<file path="src/design/tube_client_protocol_engine_top_macros.svh">
// ----------------------------------------------------------------------------
// tube client protocol engine assertion macros
// implication checks that compile away in synthesis builds
// ----------------------------------------------------------------------------
`ifndef TUBE_CLIENT_PROTOCOL_ENGINE_TOP_MACROS_SVH
`define TUBE_CLIENT_PROTOCOL_ENGINE_TOP_MACROS_SVH

`ifndef SYNTHESIS
// same-cycle implication
`define TCPE_ASSERT_IMP(lbl, clk, rst_n, ante, cons, msg) \
  lbl: assert property (@(posedge clk) disable iff (!rst_n) (ante) |-> (cons)) \
    else $error(msg);
// next-cycle implication
`define TCPE_ASSERT_NXT(lbl, clk, rst_n, ante, cons, msg) \
  lbl: assert property (@(posedge clk) disable iff (!rst_n) (ante) |=> (cons)) \
    else $error(msg);
`else
`define TCPE_ASSERT_IMP(lbl, clk, rst_n, ante, cons, msg)
`define TCPE_ASSERT_NXT(lbl, clk, rst_n, ante, cons, msg)
`endif

`endif

</file>
<file path="src/design/tcpe_pkg.sv">
// ----------------------------------------------------------------------------
// tcpe_pkg
// codes shared by the tube client protocol engine
// ----------------------------------------------------------------------------
package tcpe_pkg;

  // action codes reported per request
  localparam logic [3:0] ACT_NONE    = 4'd0;
  localparam logic [3:0] ACT_RESET   = 4'd1;
  localparam logic [3:0] ACT_ESCAPE  = 4'd2;
  localparam logic [3:0] ACT_EVENT   = 4'd3;
  localparam logic [3:0] ACT_ERRCHAR = 4'd4;
  localparam logic [3:0] ACT_ERRDONE = 4'd5;
  localparam logic [3:0] ACT_STORE   = 4'd6;
  localparam logic [3:0] ACT_DISCARD = 4'd7;
  localparam logic [3:0] ACT_SEND    = 4'd8;
  localparam logic [3:0] ACT_HDRDONE = 4'd9;
  localparam logic [3:0] ACT_BADTYPE = 4'd10;

  // host register addresses
  localparam logic [2:0] REG_R1 = 3'd1;
  localparam logic [2:0] REG_R2 = 3'd3;
  localparam logic [2:0] REG_R3 = 3'd5;
  localparam logic [2:0] REG_R4 = 3'd7;

  // event machine states
  localparam logic [1:0] EV_IDLE   = 2'd0;
  localparam logic [1:0] EV_WAIT_Y = 2'd1;
  localparam logic [1:0] EV_WAIT_X = 2'd2;
  localparam logic [1:0] EV_WAIT_A = 2'd3;

  // header machine states
  localparam logic [3:0] PH_IDLE     = 4'd0;
  localparam logic [3:0] PH_ERR_ZERO = 4'd1;
  localparam logic [3:0] PH_ERR_NUM  = 4'd2;
  localparam logic [3:0] PH_ERR_STR  = 4'd3;
  localparam logic [3:0] PH_ID       = 4'd4;
  localparam logic [3:0] PH_ADDR0    = 4'd5;
  localparam logic [3:0] PH_ADDR1    = 4'd6;
  localparam logic [3:0] PH_ADDR2    = 4'd7;
  localparam logic [3:0] PH_ADDR3    = 4'd8;
  localparam logic [3:0] PH_SYNC     = 4'd9;
  localparam logic [3:0] PH_DATA     = 4'd10;

  // transfer types
  localparam logic [7:0] TT_SEND0  = 8'd0;
  localparam logic [7:0] TT_RECV1  = 8'd1;
  localparam logic [7:0] TT_SEND2  = 8'd2;
  localparam logic [7:0] TT_RECV3  = 8'd3;
  localparam logic [7:0] TT_NOP4   = 8'd4;
  localparam logic [7:0] TT_REL5   = 8'd5;
  localparam logic [7:0] TT_BSEND6 = 8'd6;
  localparam logic [7:0] TT_BRECV7 = 8'd7;

  localparam logic [7:0] HDR_ERROR  = 8'hff;
  localparam logic [7:0] ESC_FLAG   = 8'h80;
  localparam logic [7:0] ESC_BIT6   = 8'h40;
  localparam logic [31:0] SIG_MULT  = 32'd13;

endpackage

</file>
<file path="src/design/tube_client_protocol_engine_top.sv">
// ----------------------------------------------------------------------------
// tube client protocol engine
// path: an accepted request enters the input register, then its result is registered with the state update
// throughput: one request per cycle while the result output is not stalled
// reset: async active low, clears both protocol machines, latches and counters
// a stalled result holds the state update and backs up into the input register
// ----------------------------------------------------------------------------
`include "tube_client_protocol_engine_top_macros.svh"

module tube_client_protocol_engine_top #(
  parameter int BLOCK_BYTES  = 256,
  parameter int ADDRESS_BITS = 32
) (
  input  logic                    clk_i,
  input  logic                    rst_ni,
  input  logic                    cfg_valid_i,
  output logic                    cfg_ready_o,
  input  logic                    cfg_ignore_incoming_i,
  input  logic                    in_valid_i,
  output logic                    in_ready_o,
  input  logic                    reset_request_i,
  input  logic [2:0]              reg_address_i,
  input  logic                    is_read_i,
  input  logic [7:0]              host_byte_i,
  input  logic [7:0]              source_byte_i,
  output logic                    out_valid_o,
  input  logic                    out_ready_i,
  output logic [3:0]              action_taken_o,
  output logic [ADDRESS_BITS-1:0] access_address_o,
  output logic [7:0]              byte_value_o,
  output logic [7:0]              event_x_o,
  output logic [7:0]              event_y_o,
  output logic [7:0]              error_code_o,
  output logic [7:0]              transfer_kind_o,
  output logic [31:0]             byte_count_o,
  output logic [31:0]             running_signature_o
);

  localparam int LeftW = $clog2(BLOCK_BYTES + 1);
  localparam logic [LeftW-1:0] LeftLoad = LeftW'(BLOCK_BYTES);

  logic                    ign_q;
  logic                    s1_valid_q;
  logic                    s1_rst_q, s1_rd_q;
  logic [2:0]              s1_addr_q;
  logic [7:0]              s1_hb_q, s1_sb_q;
  logic                    s1_fire;

  logic [1:0]              ev_q, ev_d;
  logic [3:0]              hp_q, hp_d;
  logic [7:0]              type_q, type_d;
  logic [7:0]              ex_q, ex_d, ey_q, ey_d;
  logic [7:0]              ab_q [3];
  logic [7:0]              ab_d [3];
  logic [ADDRESS_BITS-1:0] ptr_q, ptr_d;
  logic [LeftW-1:0]        left_q, left_d;
  logic [31:0]             cnt_q, cnt_d, sig_q, sig_d;
  logic [7:0]              errn_q, errn_d;

  logic                    out_valid_q;
  logic [3:0]              act;
  logic [7:0]              bval, ox, oy;
  logic [ADDRESS_BITS-1:0] aaddr;
  logic                    have_addr;
  logic                    acct;
  logic [7:0]              acct_byte;
  logic                    blk;
  logic [31:0]             sig_sum;
  logic [1:0]              ab_idx;

  logic [3:0]              act_q;
  logic [ADDRESS_BITS-1:0] aaddr_q;
  logic [7:0]              bval_q, ox_q, oy_q;

  assign cfg_ready_o = 1'b1;
  assign s1_fire     = s1_valid_q && (!out_valid_q || out_ready_i);
  assign in_ready_o  = !s1_valid_q || s1_fire;
  assign ab_idx      = 2'(hp_q[1:0] - 2'd1);

  always_comb begin
    ev_d      = ev_q;
    hp_d      = hp_q;
    type_d    = type_q;
    ex_d      = ex_q;
    ey_d      = ey_q;
    ab_d      = ab_q;
    ptr_d     = ptr_q;
    left_d    = left_q;
    cnt_d     = cnt_q;
    sig_d     = sig_q;
    errn_d    = errn_q;
    act       = tcpe_pkg::ACT_NONE;
    bval      = 8'd0;
    ox        = 8'd0;
    oy        = 8'd0;
    aaddr     = ptr_q;
    have_addr = 1'b0;
    acct      = 1'b0;
    acct_byte = s1_hb_q;
    blk       = 1'b0;
    sig_sum   = 32'd0;

    if (s1_rst_q) begin
      ev_d = tcpe_pkg::EV_IDLE;
      hp_d = tcpe_pkg::PH_IDLE;
      act  = tcpe_pkg::ACT_RESET;
    end else if (!s1_rd_q) begin
      if (s1_addr_q == tcpe_pkg::REG_R1) begin
        unique case (ev_q)
          tcpe_pkg::EV_IDLE: begin
            if ((s1_hb_q & tcpe_pkg::ESC_FLAG) != 8'd0) begin
              act  = tcpe_pkg::ACT_ESCAPE;
              bval = s1_hb_q & tcpe_pkg::ESC_BIT6;
            end else begin
              ev_d = tcpe_pkg::EV_WAIT_Y;
            end
          end
          tcpe_pkg::EV_WAIT_Y: begin
            ey_d = s1_hb_q;
            ev_d = tcpe_pkg::EV_WAIT_X;
          end
          tcpe_pkg::EV_WAIT_X: begin
            ex_d = s1_hb_q;
            ev_d = tcpe_pkg::EV_WAIT_A;
          end
          default: begin
            act  = tcpe_pkg::ACT_EVENT;
            bval = s1_hb_q;
            ox   = ex_q;
            oy   = ey_q;
            ev_d = tcpe_pkg::EV_IDLE;
          end
        endcase
      end

      unique case (hp_q)
        tcpe_pkg::PH_ERR_ZERO: begin
          if (s1_addr_q == tcpe_pkg::REG_R2) hp_d = tcpe_pkg::PH_ERR_NUM;
        end
        tcpe_pkg::PH_ERR_NUM: begin
          if (s1_addr_q == tcpe_pkg::REG_R2) begin
            errn_d = s1_hb_q;
            hp_d   = tcpe_pkg::PH_ERR_STR;
          end
        end
        tcpe_pkg::PH_ERR_STR: begin
          if (s1_addr_q == tcpe_pkg::REG_R2) begin
            bval = s1_hb_q;
            if (s1_hb_q != 8'd0) begin
              act = tcpe_pkg::ACT_ERRCHAR;
            end else begin
              act  = tcpe_pkg::ACT_ERRDONE;
              hp_d = tcpe_pkg::PH_IDLE;
            end
          end
        end
        tcpe_pkg::PH_ID: begin
          if (s1_addr_q == tcpe_pkg::REG_R4) begin
            if (type_q == tcpe_pkg::TT_REL5) begin
              hp_d = tcpe_pkg::PH_IDLE;
              act  = tcpe_pkg::ACT_HDRDONE;
            end else begin
              hp_d = tcpe_pkg::PH_ADDR0;
            end
          end
        end
        tcpe_pkg::PH_ADDR0, tcpe_pkg::PH_ADDR1, tcpe_pkg::PH_ADDR2: begin
          if (s1_addr_q == tcpe_pkg::REG_R4) begin
            ab_d[ab_idx] = s1_hb_q;
            hp_d         = 4'(hp_q + 4'd1);
          end
        end
        tcpe_pkg::PH_ADDR3: begin
          if (s1_addr_q == tcpe_pkg::REG_R4) begin
            ptr_d = ADDRESS_BITS'({ab_q[0], ab_q[1], ab_q[2], s1_hb_q});
            hp_d  = tcpe_pkg::PH_SYNC;
          end
        end
        tcpe_pkg::PH_SYNC: begin
          if (s1_addr_q == tcpe_pkg::REG_R4) begin
            cnt_d = 32'd0;
            sig_d = 32'd0;
            if (type_q == tcpe_pkg::TT_SEND0 || type_q == tcpe_pkg::TT_SEND2 ||
                type_q == tcpe_pkg::TT_BSEND6) begin
              if (type_q == tcpe_pkg::TT_BSEND6) left_d = LeftLoad;
              hp_d      = tcpe_pkg::PH_DATA;
              act       = tcpe_pkg::ACT_SEND;
              bval      = s1_sb_q;
              have_addr = 1'b1;
              acct      = 1'b1;
              acct_byte = s1_sb_q;
            end else if (type_q == tcpe_pkg::TT_RECV1 || type_q == tcpe_pkg::TT_RECV3 ||
                         type_q == tcpe_pkg::TT_BRECV7) begin
              if (type_q == tcpe_pkg::TT_BRECV7) left_d = LeftLoad;
              hp_d = tcpe_pkg::PH_DATA;
              act  = tcpe_pkg::ACT_HDRDONE;
            end else if (type_q == tcpe_pkg::TT_NOP4 || type_q == tcpe_pkg::TT_REL5) begin
              hp_d = tcpe_pkg::PH_IDLE;
              act  = tcpe_pkg::ACT_HDRDONE;
            end else begin
              hp_d = tcpe_pkg::PH_IDLE;
              act  = tcpe_pkg::ACT_BADTYPE;
            end
          end
        end
        tcpe_pkg::PH_DATA: begin
          if (s1_addr_q == tcpe_pkg::REG_R3) begin
            blk = (type_q == tcpe_pkg::TT_BRECV7) && (left_q != '0);
            if (type_q == tcpe_pkg::TT_RECV1 || type_q == tcpe_pkg::TT_RECV3 || blk) begin
              bval = s1_hb_q;
              if (ign_q) begin
                act = tcpe_pkg::ACT_DISCARD;
              end else begin
                act       = tcpe_pkg::ACT_STORE;
                have_addr = 1'b1;
              end
              acct = 1'b1;
            end
          end else if (s1_addr_q == tcpe_pkg::REG_R4) begin
            type_d = s1_hb_q;
            hp_d   = (s1_hb_q == tcpe_pkg::HDR_ERROR) ? tcpe_pkg::PH_ERR_ZERO
                                                      : tcpe_pkg::PH_ID;
          end
        end
        default: begin
          hp_d = tcpe_pkg::PH_IDLE;
          if (s1_addr_q == tcpe_pkg::REG_R4) begin
            type_d = s1_hb_q;
            hp_d   = (s1_hb_q == tcpe_pkg::HDR_ERROR) ? tcpe_pkg::PH_ERR_ZERO
                                                      : tcpe_pkg::PH_ID;
          end
        end
      endcase
    end else begin
      if (hp_q == tcpe_pkg::PH_DATA && s1_addr_q == tcpe_pkg::REG_R3) begin
        blk = (type_q == tcpe_pkg::TT_BSEND6) && (left_q != '0);
        if (type_q == tcpe_pkg::TT_SEND0 || type_q == tcpe_pkg::TT_SEND2 || blk) begin
          act       = tcpe_pkg::ACT_SEND;
          bval      = s1_sb_q;
          have_addr = 1'b1;
          acct      = 1'b1;
          acct_byte = s1_sb_q;
        end
      end
    end

    // block countdown
    if (blk) begin
      left_d = left_q - LeftW'(1);
      if (left_d == '0) hp_d = tcpe_pkg::PH_IDLE;
    end

    // count, signature and pointer advance
    if (acct) begin
      cnt_d   = cnt_d + 32'd1;
      sig_sum = sig_d + {24'd0, acct_byte};
      sig_d   = sig_sum * tcpe_pkg::SIG_MULT;
      ptr_d   = ptr_d + ADDRESS_BITS'(1);
    end

    aaddr = have_addr ? ptr_q : ptr_d;
  end

  always_ff @(posedge clk_i or negedge rst_ni) begin
    if (!rst_ni) begin
      ign_q <= 1'b0;
    end else if (cfg_valid_i) begin
      ign_q <= cfg_ignore_incoming_i;
    end
  end

  // input register
  always_ff @(posedge clk_i or negedge rst_ni) begin
    if (!rst_ni) begin
      s1_valid_q <= 1'b0;
    end else if (in_ready_o) begin
      s1_valid_q <= in_valid_i;
    end
  end

  always_ff @(posedge clk_i) begin
    if (in_valid_i && in_ready_o) begin
      s1_rst_q  <= reset_request_i;
      s1_addr_q <= reg_address_i;
      s1_rd_q   <= is_read_i;
      s1_hb_q   <= host_byte_i;
      s1_sb_q   <= source_byte_i;
    end
  end

  // protocol state
  always_ff @(posedge clk_i or negedge rst_ni) begin
    if (!rst_ni) begin
      ev_q   <= tcpe_pkg::EV_IDLE;
      hp_q   <= tcpe_pkg::PH_IDLE;
      type_q <= 8'd0;
      ex_q   <= 8'd0;
      ey_q   <= 8'd0;
      ab_q   <= '{default: 8'd0};
      ptr_q  <= '0;
      left_q <= '0;
      cnt_q  <= 32'd0;
      sig_q  <= 32'd0;
      errn_q <= 8'd0;
    end else if (s1_fire) begin
      ev_q   <= ev_d;
      hp_q   <= hp_d;
      type_q <= type_d;
      ex_q   <= ex_d;
      ey_q   <= ey_d;
      ab_q   <= ab_d;
      ptr_q  <= ptr_d;
      left_q <= left_d;
      cnt_q  <= cnt_d;
      sig_q  <= sig_d;
      errn_q <= errn_d;
    end
  end

  // result register
  always_ff @(posedge clk_i or negedge rst_ni) begin
    if (!rst_ni) begin
      out_valid_q <= 1'b0;
    end else if (s1_fire) begin
      out_valid_q <= 1'b1;
    end else if (out_ready_i) begin
      out_valid_q <= 1'b0;
    end
  end

  always_ff @(posedge clk_i) begin
    if (s1_fire) begin
      act_q   <= act;
      aaddr_q <= aaddr;
      bval_q  <= bval;
      ox_q    <= ox;
      oy_q    <= oy;
    end
  end

  assign out_valid_o         = out_valid_q;
  assign action_taken_o      = act_q;
  assign access_address_o    = aaddr_q;
  assign byte_value_o        = bval_q;
  assign event_x_o           = ox_q;
  assign event_y_o           = oy_q;
  assign error_code_o        = errn_q;
  assign transfer_kind_o     = type_q;
  assign byte_count_o        = cnt_q;
  assign running_signature_o = sig_q;

  `TCPE_ASSERT_IMP(a_phase_range, clk_i, rst_ni, 1'b1, hp_q <= tcpe_pkg::PH_DATA,
                   "header phase left its legal range")
  `TCPE_ASSERT_IMP(a_left_range, clk_i, rst_ni, 1'b1, left_q <= LeftLoad,
                   "block countdown exceeds block size")
  `TCPE_ASSERT_NXT(a_fire_result, clk_i, rst_ni, s1_fire, out_valid_q,
                   "accepted request produced no result")
  `TCPE_ASSERT_IMP(a_stall_src, clk_i, rst_ni, !in_ready_o, s1_valid_q && out_valid_q,
                   "input stalled without a pending request")
  `TCPE_ASSERT_IMP(a_event_zero, clk_i, rst_ni,
                   out_valid_q && act_q != tcpe_pkg::ACT_EVENT,
                   ox_q == 8'd0 && oy_q == 8'd0,
                   "event bytes shown without event action")

endmodule

</file>
<file path="config.mk">
export PLATFORM = sky130hd
export DESIGN_NAME = tube_client_protocol_engine_top
export DESIGN_NICKNAME = d
export VERILOG_FILES = /design/src/design/tcpe_pkg.sv /design/src/design/tube_client_protocol_engine_top.sv
export VERILOG_INCLUDE_DIRS = /design/src /design/src/design
export SDC_FILE = /design/constraint.sdc
export NUM_CORES = 1
export LEC_CHECK = 0
export ABC_CLOCK_PERIOD_IN_PS = 20600
export BUFFER_PORTS_ARGS = -buffer_cell sky130_fd_sc_hd__buf_2
export CORE_MARGIN = 3
export CORE_UTILIZATION = 45
export CTS_CLUSTER_SIZE = 30
export DETAILED_ROUTE_END_ITERATION = 7
export SKIP_LAST_GASP = 1
export SLEW_MARGIN = 20
export SYNTH_ARGS = -nofsm -noshare
export SYNTH_HDL_FRONTEND = slang
export SYNTH_SLANG_ARGS = --single-unit
</file>
<file path="constraint.sdc">
create_clock -name clk_i -period 20.6 [get_ports clk_i]
set_input_delay 4.12 -clock clk_i [delete_from_list [all_inputs] [get_ports clk_i]]
set_output_delay 4.12 -clock clk_i [all_outputs]
set_load 0.05 [all_outputs]
</file>
==> results of run 1 <==
worst max path at each step:
stage,from,to,depth (start not counted)
6_report,out_ready_i,in_ready_o,3
3_5_place_dp,out_ready_i,in_ready_o,3
5_1_grt,transfer_kind_o[3],running_signature_o[25],31
4_1_cts,out_ready_i,in_ready_o,3
3_3_place_gp,out_ready_i,in_ready_o,3
2_1_floorplan,out_ready_i,in_ready_o,1
state kept, by name, summed over array words and instances, names as in the netlist, 9 cells and up:
signal / count
access_address_o: 32
byte_count_o: 32
ptr_q: 32
running_signature_o: 32
ab_q: 24
left_q: 9
final cells by class:
type,instances,share of cell area (%)
sequential,251,34.9
multi-input combinational,1329,47.9
inverter,150,2.96
timing repair buffer,191,5.37
clock buffer,45,4.75
tap,468,3.06
clock inverter,11,1.02
cell families (layout without fill, tap and decap cells):
| group | count (synthesis) | in the layout | share of synthesized area (%) |
|---|---|---|---|
| mux | 91 | 91 | 5.99 |
| xor+xnor | 95 | 95 | 4.97 |
| other cells | 1 | 1 | 0.0224 |
| fa+ha+maj | 112 | 112 | 9.67 |
| buf+inv | 231 | 397 | 5.46 |
| compound gates | 431 | 431 | 16.2 |
| simple gates | 599 | 599 | 17.8 |
| flops | 251 | 251 | 39.9 |
critical path: cells and delay by family:
family / cells / cell delay [ns]
buf+inv: 2 / 0.34
simple gates: 1 / 0.19
cells in the final DEF, fill, tap and decap left out, types with 13 or more instances in the layout:
| cell type | netlist | final |
|---|---|---|
| mux2i_1 | 20 | 20 |
| and2_1 | 36 | 36 |
| o21a_1 | 13 | 13 |
| buf_4 | 8 | 22 |
| xnor2_1 | 40 | 40 |
| a211oi_1 | 21 | 21 |
| fa_1 | 29 | 29 |
| buf_2 | 11 | 167 |
| nand2_1 | 221 | 221 |
| nor2_1 | 111 | 111 |
| nor3_1 | 26 | 26 |
| clkbuf_16 | 0 | 31 |
| o31ai_1 | 16 | 16 |
| o21ai_0 | 104 | 103 |
| xor2_1 | 55 | 55 |
| inv_1 | 149 | 148 |
| a21oi_1 | 160 | 160 |
| nand4_1 | 21 | 21 |
| dfrtp_1 | 170 | 170 |
| ha_1 | 83 | 83 |
| edfxtp_1 | 81 | 81 |
| a21o_1 | 18 | 18 |
| and3_1 | 29 | 29 |
| nand3_1 | 60 | 59 |
| mux2_2 | 67 | 67 |
| a22o_1 | 16 | 16 |
per-layer routing:
metal | vias up | wire, um | share of wire, %
met3 | 74 | 2130 | 4.7
met2 | 360 | 21000 | 46
met4 | 0 | 1070 | 2.4
met1 | 6631 | 21400 | 47
li1 | 6662 | - | -
met5 | - | 0 | 0
cell usage after synthesis, drive strengths merged (37+ instances only):
cell,n,area (um^2)
nand3,60,300
a21oi,162,818
xnor2,40,350
xor2,55,482
ha,83,1040
clkbuf,59,225
nor2,113,434
and2,37,231
inv,150,563
mux2,71,803
nand2,221,830
dfrtp,170,4250
edfxtp,81,2430
o21ai,107,562
power by group:
part	internal, W	switching [W]
clock	0.000356	0.000219
combinational	0.0000500	0.000124
sequential	0.000538	0.0000181
total	0.000944	0.000361
through the flow:
stage	setup WS, ns	instance area (um^2)	cells	hold WS [ns]
global route	11.43	19100	2445	0.509
finish	11.84	19100	2445	0.499
floorplan	11.88	16800	1811	0.457
global placement	11.86	18000	2388	0.481
CTS	11.84	19100	2444	0.502
detailed placement	11.84	18000	2388	0.488
==> flow_metrics.env, run 1 <==
export IMPL_status="finished clean"
export IMPL_rsz0062_at_grt="false"
export IMPL_start_util_pct=45.8
export IMPL_routedWlPerCell_um=18.6
export IMPL_path_cells="buf_2 -> nand3b_1 -> buf_2"
export IMPL_clk_pin_slew_worst_paths_ns=0.06
export IMPL_cts_buffers=30
export IMPL_ir_worst_vdd_mv=0.0544
export IMPL_fp_coreArea_um2=36600
export IMPL_max_slew_margin_pct=32.1
export IMPL_vias=13700
export IMPL_dieArea_um2=39600
export IMPL_yosys_warnings=0
export IMPL_synth_cell_types=91
export IMPL_first_global_vias=13200
export IMPL_cts_hold_buf=0
export IMPL_cp_data_required_time_ns=16.48
export IMPL_n_antenna_cell=0
export IMPL_routed_wl_um=45600
export IMPL_cts_buffer_depth=3
export IMPL_min_path_cells=1
export IMPL_power_leakage_nw=8.82
export IMPL_clock_latency_ns=0.59
export IMPL_min_to="ey_q[0]"
export IMPL_dp_final_hpwl_um=32500
export IMPL_cp_end_kind="output pin"
export IMPL_synth_async_reset_ratio_pct=67.7
export IMPL_synth_cells=1811
export IMPL_synth_edf_count=81
export IMPL_via_per_inst=5.61
export IMPL_grt_max_degree=89
export IMPL_fp_dieW_um=199
export IMPL_rows=70
export IMPL_die_h_um=199
export IMPL_synth_avg_cell_area_um2=9.25
export IMPL_slowest_stage="buf_2"
export IMPL_io_buffers=168
export IMPL_finalPower_w=0.00131
export IMPL_startpoint_type="primary input"
export IMPL_setup_violations=0
export IMPL_rrSetupSlack_ns=11.98
export IMPL_cts_root_buffer="clkbuf_16"
export IMPL_hold_violations=0
export IMPL_globalRouteMet2Util_pct=37.1
export IMPL_cts_sinks=251
export IMPL_top_usage_layer="met2"
export IMPL_slew_violations=0
export IMPL_drcViolationCount=0
export IMPL_grt_ovfl_total=0
export IMPL_max_slew_worst_pin_slew_ns=1.02
export IMPL_synthFlopType="dfrtp_1"
export IMPL_reg2regPathDepth=31
export IMPL_ios=170
export IMPL_antenna_found_initial=0
export IMPL_ys_seq_area_share_pct=39.9
export IMPL_synth_nets=1950
export IMPL_powerDensity_nw_per_um2=68.2
export IMPL_ys_ff_latch=251
export IMPL_cts_htree_levels=1
export IMPL_syn_area_um2=16800
export IMPL_max_freq_mhz=114
export IMPL_num_fill_cells=3425
export IMPL_fin_crit_sh_pct=42.5
export IMPL_hp_class="reg -> reg"
export IMPL_first_pass_iters=5
export IMPL_gp_congestion=0.922
export IMPL_reg2reg_from="transfer_kind_o[3]"
export IMPL_min_from="ey_q[0]"
export IMPL_cts_resized_gates=0
export IMPL_crit_fanout=3
export IMPL_nNetsFinal=2092
export IMPL_arrival_ns=4.64
export IMPL_multi_input_area_um2=9170
export IMPL_fin_tns_setup_ns=0
export IMPL_track_usage_pct=22.8
export IMPL_detail_route_antenna_nets=0
export IMPL_crit_type="in -> out"
export IMPL_regToRegEndpoint="running_signature_o[23]"
export IMPL_fin_skew_ns=0.0225
export IMPL_max_cap_viol_count=0
export IMPL_period_needed_ns=8.76
export IMPL_grtUsageMet1_pct=32.6
export IMPL_path_common_cell="buf_2"
export IMPL_regArea_um2=6690
export IMPL_grt_pass1_wl_um=72600
export IMPL_grtUsageMet3_pct=2.56
export IMPL_slowest_delay_ns=0.24
export IMPL_drive_gt1_share_pct=17.9
export IMPL_cts_tree="done"
export IMPL_post_cts_buffers=0
export IMPL_drtIter0Drc=1017
export IMPL_syn_to_final_growth_pct=14.2
export IMPL_post_route_util_pct=52.3
Power figures use the tool's default switching activity.
==> run 2, diff against run 1 <==
ABC_CLOCK_PERIOD_IN_PS = 8100   (was 20600)
clock period = 8.1 ns   (was 20.6 ns; I/O delays follow)
==> run 2 against run 1 <==
- combinational power rose to 2.6 times the previous value
- largest cell class unchanged
- setup slack worse by 11 ns
- clock power up 120%
- global-route usage up 0.55 points
- final cell count up 0.61%
- non-clock buffer count up 15
- via count up 1.4%
- first-iteration DRC count up 1.4%
==> flow_metrics.env, run 2 (synthesis results as in run 1) <==
export IMPL_ir_worst_vdd_mv=0.152
export IMPL_status="finished clean"
export IMPL_vias=13900
export IMPL_path_common_cell="ha_1"
export IMPL_cts_buffers=30
export IMPL_fp_dieW_um=199
export IMPL_max_cap_viol_count=0
export IMPL_power_leakage_nw=8.83
export IMPL_cp_end_kind="flip-flop"
export IMPL_clk_pin_slew_worst_paths_ns=0.06
export IMPL_track_usage_pct=23.4
export IMPL_drcViolationCount=0
export IMPL_antenna_found_initial=1
export IMPL_placed_area_um2=18100
export IMPL_fin_crit_sh_pct=93.7
export IMPL_final_area_um2=19100
export IMPL_dpl_worst_slack_ns=0.281
export IMPL_first_global_vias=13500
export IMPL_n_antenna_cell=0
export IMPL_startpoint_type="flip-flop"
export IMPL_drive_gt1_share_pct=18.7
export IMPL_slowest_stage="or4b_2"
export IMPL_fin_skew_ns=0.0139
export IMPL_detail_route_antenna_nets=0
export IMPL_post_cts_buffers=0
export IMPL_crit_fanout=7
export IMPL_fp_coreArea_um2=36600
export IMPL_die_h_um=199
export IMPL_max_slew_worst_pin_slew_ns=1.05
export IMPL_grt_pass1_wl_um=74000
export IMPL_final_cell_mix="nand2_1, dfrtp_1, buf_2, a21oi_1, inv_1"
export IMPL_drtIter0Drc=1031
export IMPL_cp_data_required_time_ns=8.59
export IMPL_cts_hold_buf=0
export IMPL_gp_congestion=0.919
export IMPL_arrival_ns=8.07
export IMPL_start_util_pct=45.8
export IMPL_hold_violations=0
export IMPL_powerDensity_nw_per_um2=164
export IMPL_cts_sinks=251
export IMPL_grt_ovfl_total=0
export IMPL_first_pass_iters=6
export IMPL_cts_htree_levels=1
export IMPL_routedWlPerCell_um=18.8
export IMPL_finalPower_w=0.00314
export IMPL_layout_setup_ws_ns=0.511
export IMPL_max_freq_mhz=132
export IMPL_slowest_delay_ns=0.64
export IMPL_dp_final_hpwl_um=33100
export IMPL_rows=70
export IMPL_syn_to_final_growth_pct=14.2
export IMPL_nNetsFinal=2107
export IMPL_slew_violations=0
export IMPL_period_needed_ns=7.59
export IMPL_crit_type="reg -> reg"
export IMPL_io_buffers=168
export IMPL_clock_latency_ns=0.57
export IMPL_cts_buffer_depth=3
export IMPL_final_common_cell="nand2_1"
export IMPL_via_per_inst=5.66
export IMPL_dieArea_um2=39600
export IMPL_routed_wl_um=46300
export IMPL_setup_violations=0
export IMPL_cts_root_buffer="clkbuf_16"
export IMPL_cts_tree="done"
export IMPL_hp_class="reg -> reg"
export IMPL_ios=170
export IMPL_grt_max_degree=89
export IMPL_max_slew_margin_pct=30.2
-- run 2: cell type report --
cell class,instances,area [um^2]
Multi-Input combinational cell,1329,9220
Inverter,150,566
Clock inverter,14,120
Timing Repair Buffer,206,1140
Tap cell,468,586
Sequential cell,251,6690
Fill cell,3410,17500
Clock buffer,42,816
-- run 2: final timing paths --
path                           start                      end  slack, ns  depth (start not counted)
max                        left_q[0]  running_signature_o[25]       0.51                         30
min                          ey_q[4]                  ey_q[4]       0.50                          1
max reg2reg                left_q[0]  running_signature_o[25]       0.51                         30
max in group asynchronous     rst_ni                 ptr_q[8]       5.76                          2
min in group asynchronous     rst_ni                  ey_q[1]       1.02                          1
min reg2reg                  ey_q[4]                  ey_q[4]       0.50                          1
-- run 2: per-stage QoR --
| step | std cells | util (%) | hold WS, ns | TNS, ns |
|---|---|---|---|---|
| 2_1_floorplan | 1811 | - | 0.457 | 0 |
| 3_3_place_gp | 2403 | 49.5 | 0.480 | 0 |
| 3_5_place_dp | 2403 | 49.5 | 0.490 | 0 |
| 4_1_cts | 2459 | 52.1 | 0.504 | 0 |
| 5_1_grt | 2460 | 52.2 | 0.514 | -0.131 |
| 6_report | 2460 | 52.2 | 0.497 | 0 |
-- run 2: what timing repair did --
action,4_1_cts,5_1_grt
gates resized for setup,0,13
endpoints found under the setup margin,0,12
hold endpoints to repair,0,0
-- run 2: critical path: cells and delay by family (launching register included) --
kind	cells	cell delay [ns]
and+or+nand+nor	5	1.43
DFF	1	0.44
AOI/OAI and AO/OA	14	3.19
adders and majority gates	5	1.60
buffers and inverters	3	0.20
xor gates and xnor gates	2	0.30
muxes	1	0.30
-- run 2: report_power, final --
part	switching (W)	total, W	internal, W
sequential	0.0000418	0.00141	0.00137
clock	0.000542	0.00128	0.000735
combinational	0.000323	0.000456	0.000133
total	0.000907	0.00314	0.00224
-- run 2: metal layers --
metal	share of wire, %	global-route usage, %	up-vias	routed length [um]
met5	0.028	0	-	13
met4	2.8	6.38	2	1310
met3	5.3	3.49	75	2460
met2	46	37.5	412	21400
met1	46	33.2	6745	21200
li1	-	-	6685	-
==> run 3, diff against run 2 <==
PLACE_DENSITY = 0.63   (was default)
==> run 3 against run 2 <==
- flip-flop and latch count stayed put
- via count shrank 0.18%
- clock skew up 0.016 ns
- register-to-register slack got worse by 0.08 ns
- critical path type unchanged
- clock power up 5%
- design area about the same
- core utilization is essentially flat
- critical path depth unchanged
- first-iteration DRC count down 1.8%
- power rose by 2.3%
- sequential share of layout area hardly changed
- wire length increased by 0.43%
==> flow_metrics.env, run 3 (synthesis results as in run 1) <==
export IMPL_drtIter0Drc=1012
export IMPL_reg2reg_from="transfer_kind_o[3]"
export IMPL_multi_input_area_um2=9190
export IMPL_nNetsFinal=2105
export IMPL_max_cap_viol_count=0
export IMPL_regArea_um2=6690
export IMPL_dp_final_hpwl_um=33100
export IMPL_vias=13900
export IMPL_cts_hold_buf=0
export IMPL_max_freq_mhz=130
export IMPL_drive_gt1_share_pct=18.8
export IMPL_cts_buffer_depth=3
export IMPL_drcViolationCount=0
export IMPL_clock_latency_ns=0.60
export IMPL_cts_tree="done"
export IMPL_cp_end_kind="flip-flop"
export IMPL_powerDensity_nw_per_um2=168
export IMPL_cts_htree_levels=1
export IMPL_final_common_cell="nand2_1"
export IMPL_routedWlPerCell_um=18.9
export IMPL_final_cell_mix="nand2_1, dfrtp_1, buf_2, a21oi_1, inv_1"
export IMPL_hp_class="reg -> reg"
export IMPL_regToRegEndpoint="running_signature_o[23]"
export IMPL_crit_fanout=12
export IMPL_slowest_stage="or4_4"
export IMPL_rrSetupSlack_ns=0.43
export IMPL_power_leakage_nw=8.84
export IMPL_io_buffers=168
export IMPL_cts_root_buffer="clkbuf_16"
export IMPL_n_antenna_cell=0
export IMPL_fin_skew_ns=0.0296
export IMPL_ir_worst_vdd_mv=0.150
export IMPL_min_to="ey_q[3]"
export IMPL_track_usage_pct=23.4
export IMPL_grt_max_degree=68
export IMPL_fp_coreArea_um2=36600
export IMPL_cp_data_required_time_ns=8.50
export IMPL_fp_dieW_um=199
export IMPL_reg2regPathDepth=30
export IMPL_min_from="ey_q[3]"
export IMPL_setup_violations=0
export IMPL_detail_route_antenna_nets=0
export IMPL_antenna_found_initial=0
export IMPL_num_fill_cells=3392
export IMPL_period_needed_ns=7.67
export IMPL_dieArea_um2=39600
export IMPL_layout_setup_ws_ns=0.430
export IMPL_fin_crit_sh_pct=94.7
export IMPL_cts_buffers=30
export IMPL_rows=70
export IMPL_cp_startpoint="transfer_kind_o[3]"
export IMPL_first_global_vias=13700
export IMPL_gp_congestion=0.906
export IMPL_path_common_cell="o21ai_0"
export IMPL_first_pass_iters=5
export IMPL_grt_ovfl_total=0
export IMPL_startpoint_type="flip-flop"
export IMPL_start_util_pct=45.8
export IMPL_status="finished clean"
export IMPL_crit_type="reg -> reg"
export IMPL_max_slew_worst_pin_slew_ns=1.10
export IMPL_via_per_inst=5.65
export IMPL_min_path_cells=1
export IMPL_cts_sinks=251
export IMPL_die_h_um=199
export IMPL_syn_to_final_growth_pct=14.3
export IMPL_dpl_worst_slack_ns=0.242
export IMPL_max_slew_margin_pct=27.0
export IMPL_hold_violations=0
export IMPL_ios=170
export IMPL_slowest_delay_ns=0.56
export IMPL_arrival_ns=8.07
export IMPL_finalPower_w=0.00321
export IMPL_fin_tns_setup_ns=0
export IMPL_slew_violations=0
export IMPL_routed_wl_um=46500
export IMPL_clk_pin_slew_worst_paths_ns=0.06
export IMPL_grt_pass1_wl_um=74500
==> run 3: metrics by stage <==
stage / area, um^2 / hold slack (ns) / cells / utilization, %
5_1_grt: 19100 / 0.517 / 2458 / 52.3
6_report: 19100 / 0.496 / 2458 / 52.3
4_1_cts: 19100 / 0.499 / 2458 / 52.2
2_1_floorplan: 16800 / 0.457 / 1811 / -
3_3_place_gp: 18100 / 0.472 / 2402 / 49.5
3_5_place_dp: 18100 / 0.485 / 2402 / 49.5
==> run 3: what timing repair did <==
item,4_1_cts,5_1_grt
setup endpoints to repair,0,8
hold endpoints to repair,0,0
buffers inserted,0,0
gates resized for setup,0,9
==> run 3: critical path, delay by kind of cell (launching register included) <==
kind	cells	cell delay, ns
adders and majority gates	4	1.51
DFF	1	0.39
and+or+nand+nor	7	1.63
AOI/OAI and AO/OA	12	2.71
muxes	1	0.36
xor gates and xnor gates	2	0.31
buffers and inverters	4	0.53
==> run 3: area by class of cell <==
class                      count  area share, %
clock buffer                  41           4.45
timing repair buffer         204           5.84
tap                          468           3.06
multi-input combinational   1329           48.0
clock inverter                15          0.739
sequential                   251           34.9
inverter                     150           2.95
==> run 3: layer usage <==
metal  up-vias  routed length, um  global-route usage [%]
met5         -                  0                       0
met4         0               1240                    6.38
met3        77               2480                    3.25
met2       381              21500                    38.1
met1      6747              21300                    33.0
li1       6689                  -                       -
==> run 3: worst max-delay path by stage <==
stage                               to  slack (ns)  cells after the start
5_1_grt        running_signature_o[25]       -0.01                     30
6_report       running_signature_o[23]        0.43                     30
2_1_floorplan  running_signature_o[25]        0.52                     29
4_1_cts        running_signature_o[30]        0.17                     30
3_5_place_dp   running_signature_o[30]        0.24                     30
3_3_place_gp   running_signature_o[30]        0.55                     30
==> run 3: power breakdown <==
part / total, W / switching [W] / internal [W]
sequential: 0.00141 / 0.0000402 / 0.00137
combinational: 0.000457 / 0.000325 / 0.000132
clock: 0.00135 / 0.000576 / 0.000773
total: 0.00321 / 0.000941 / 0.00227
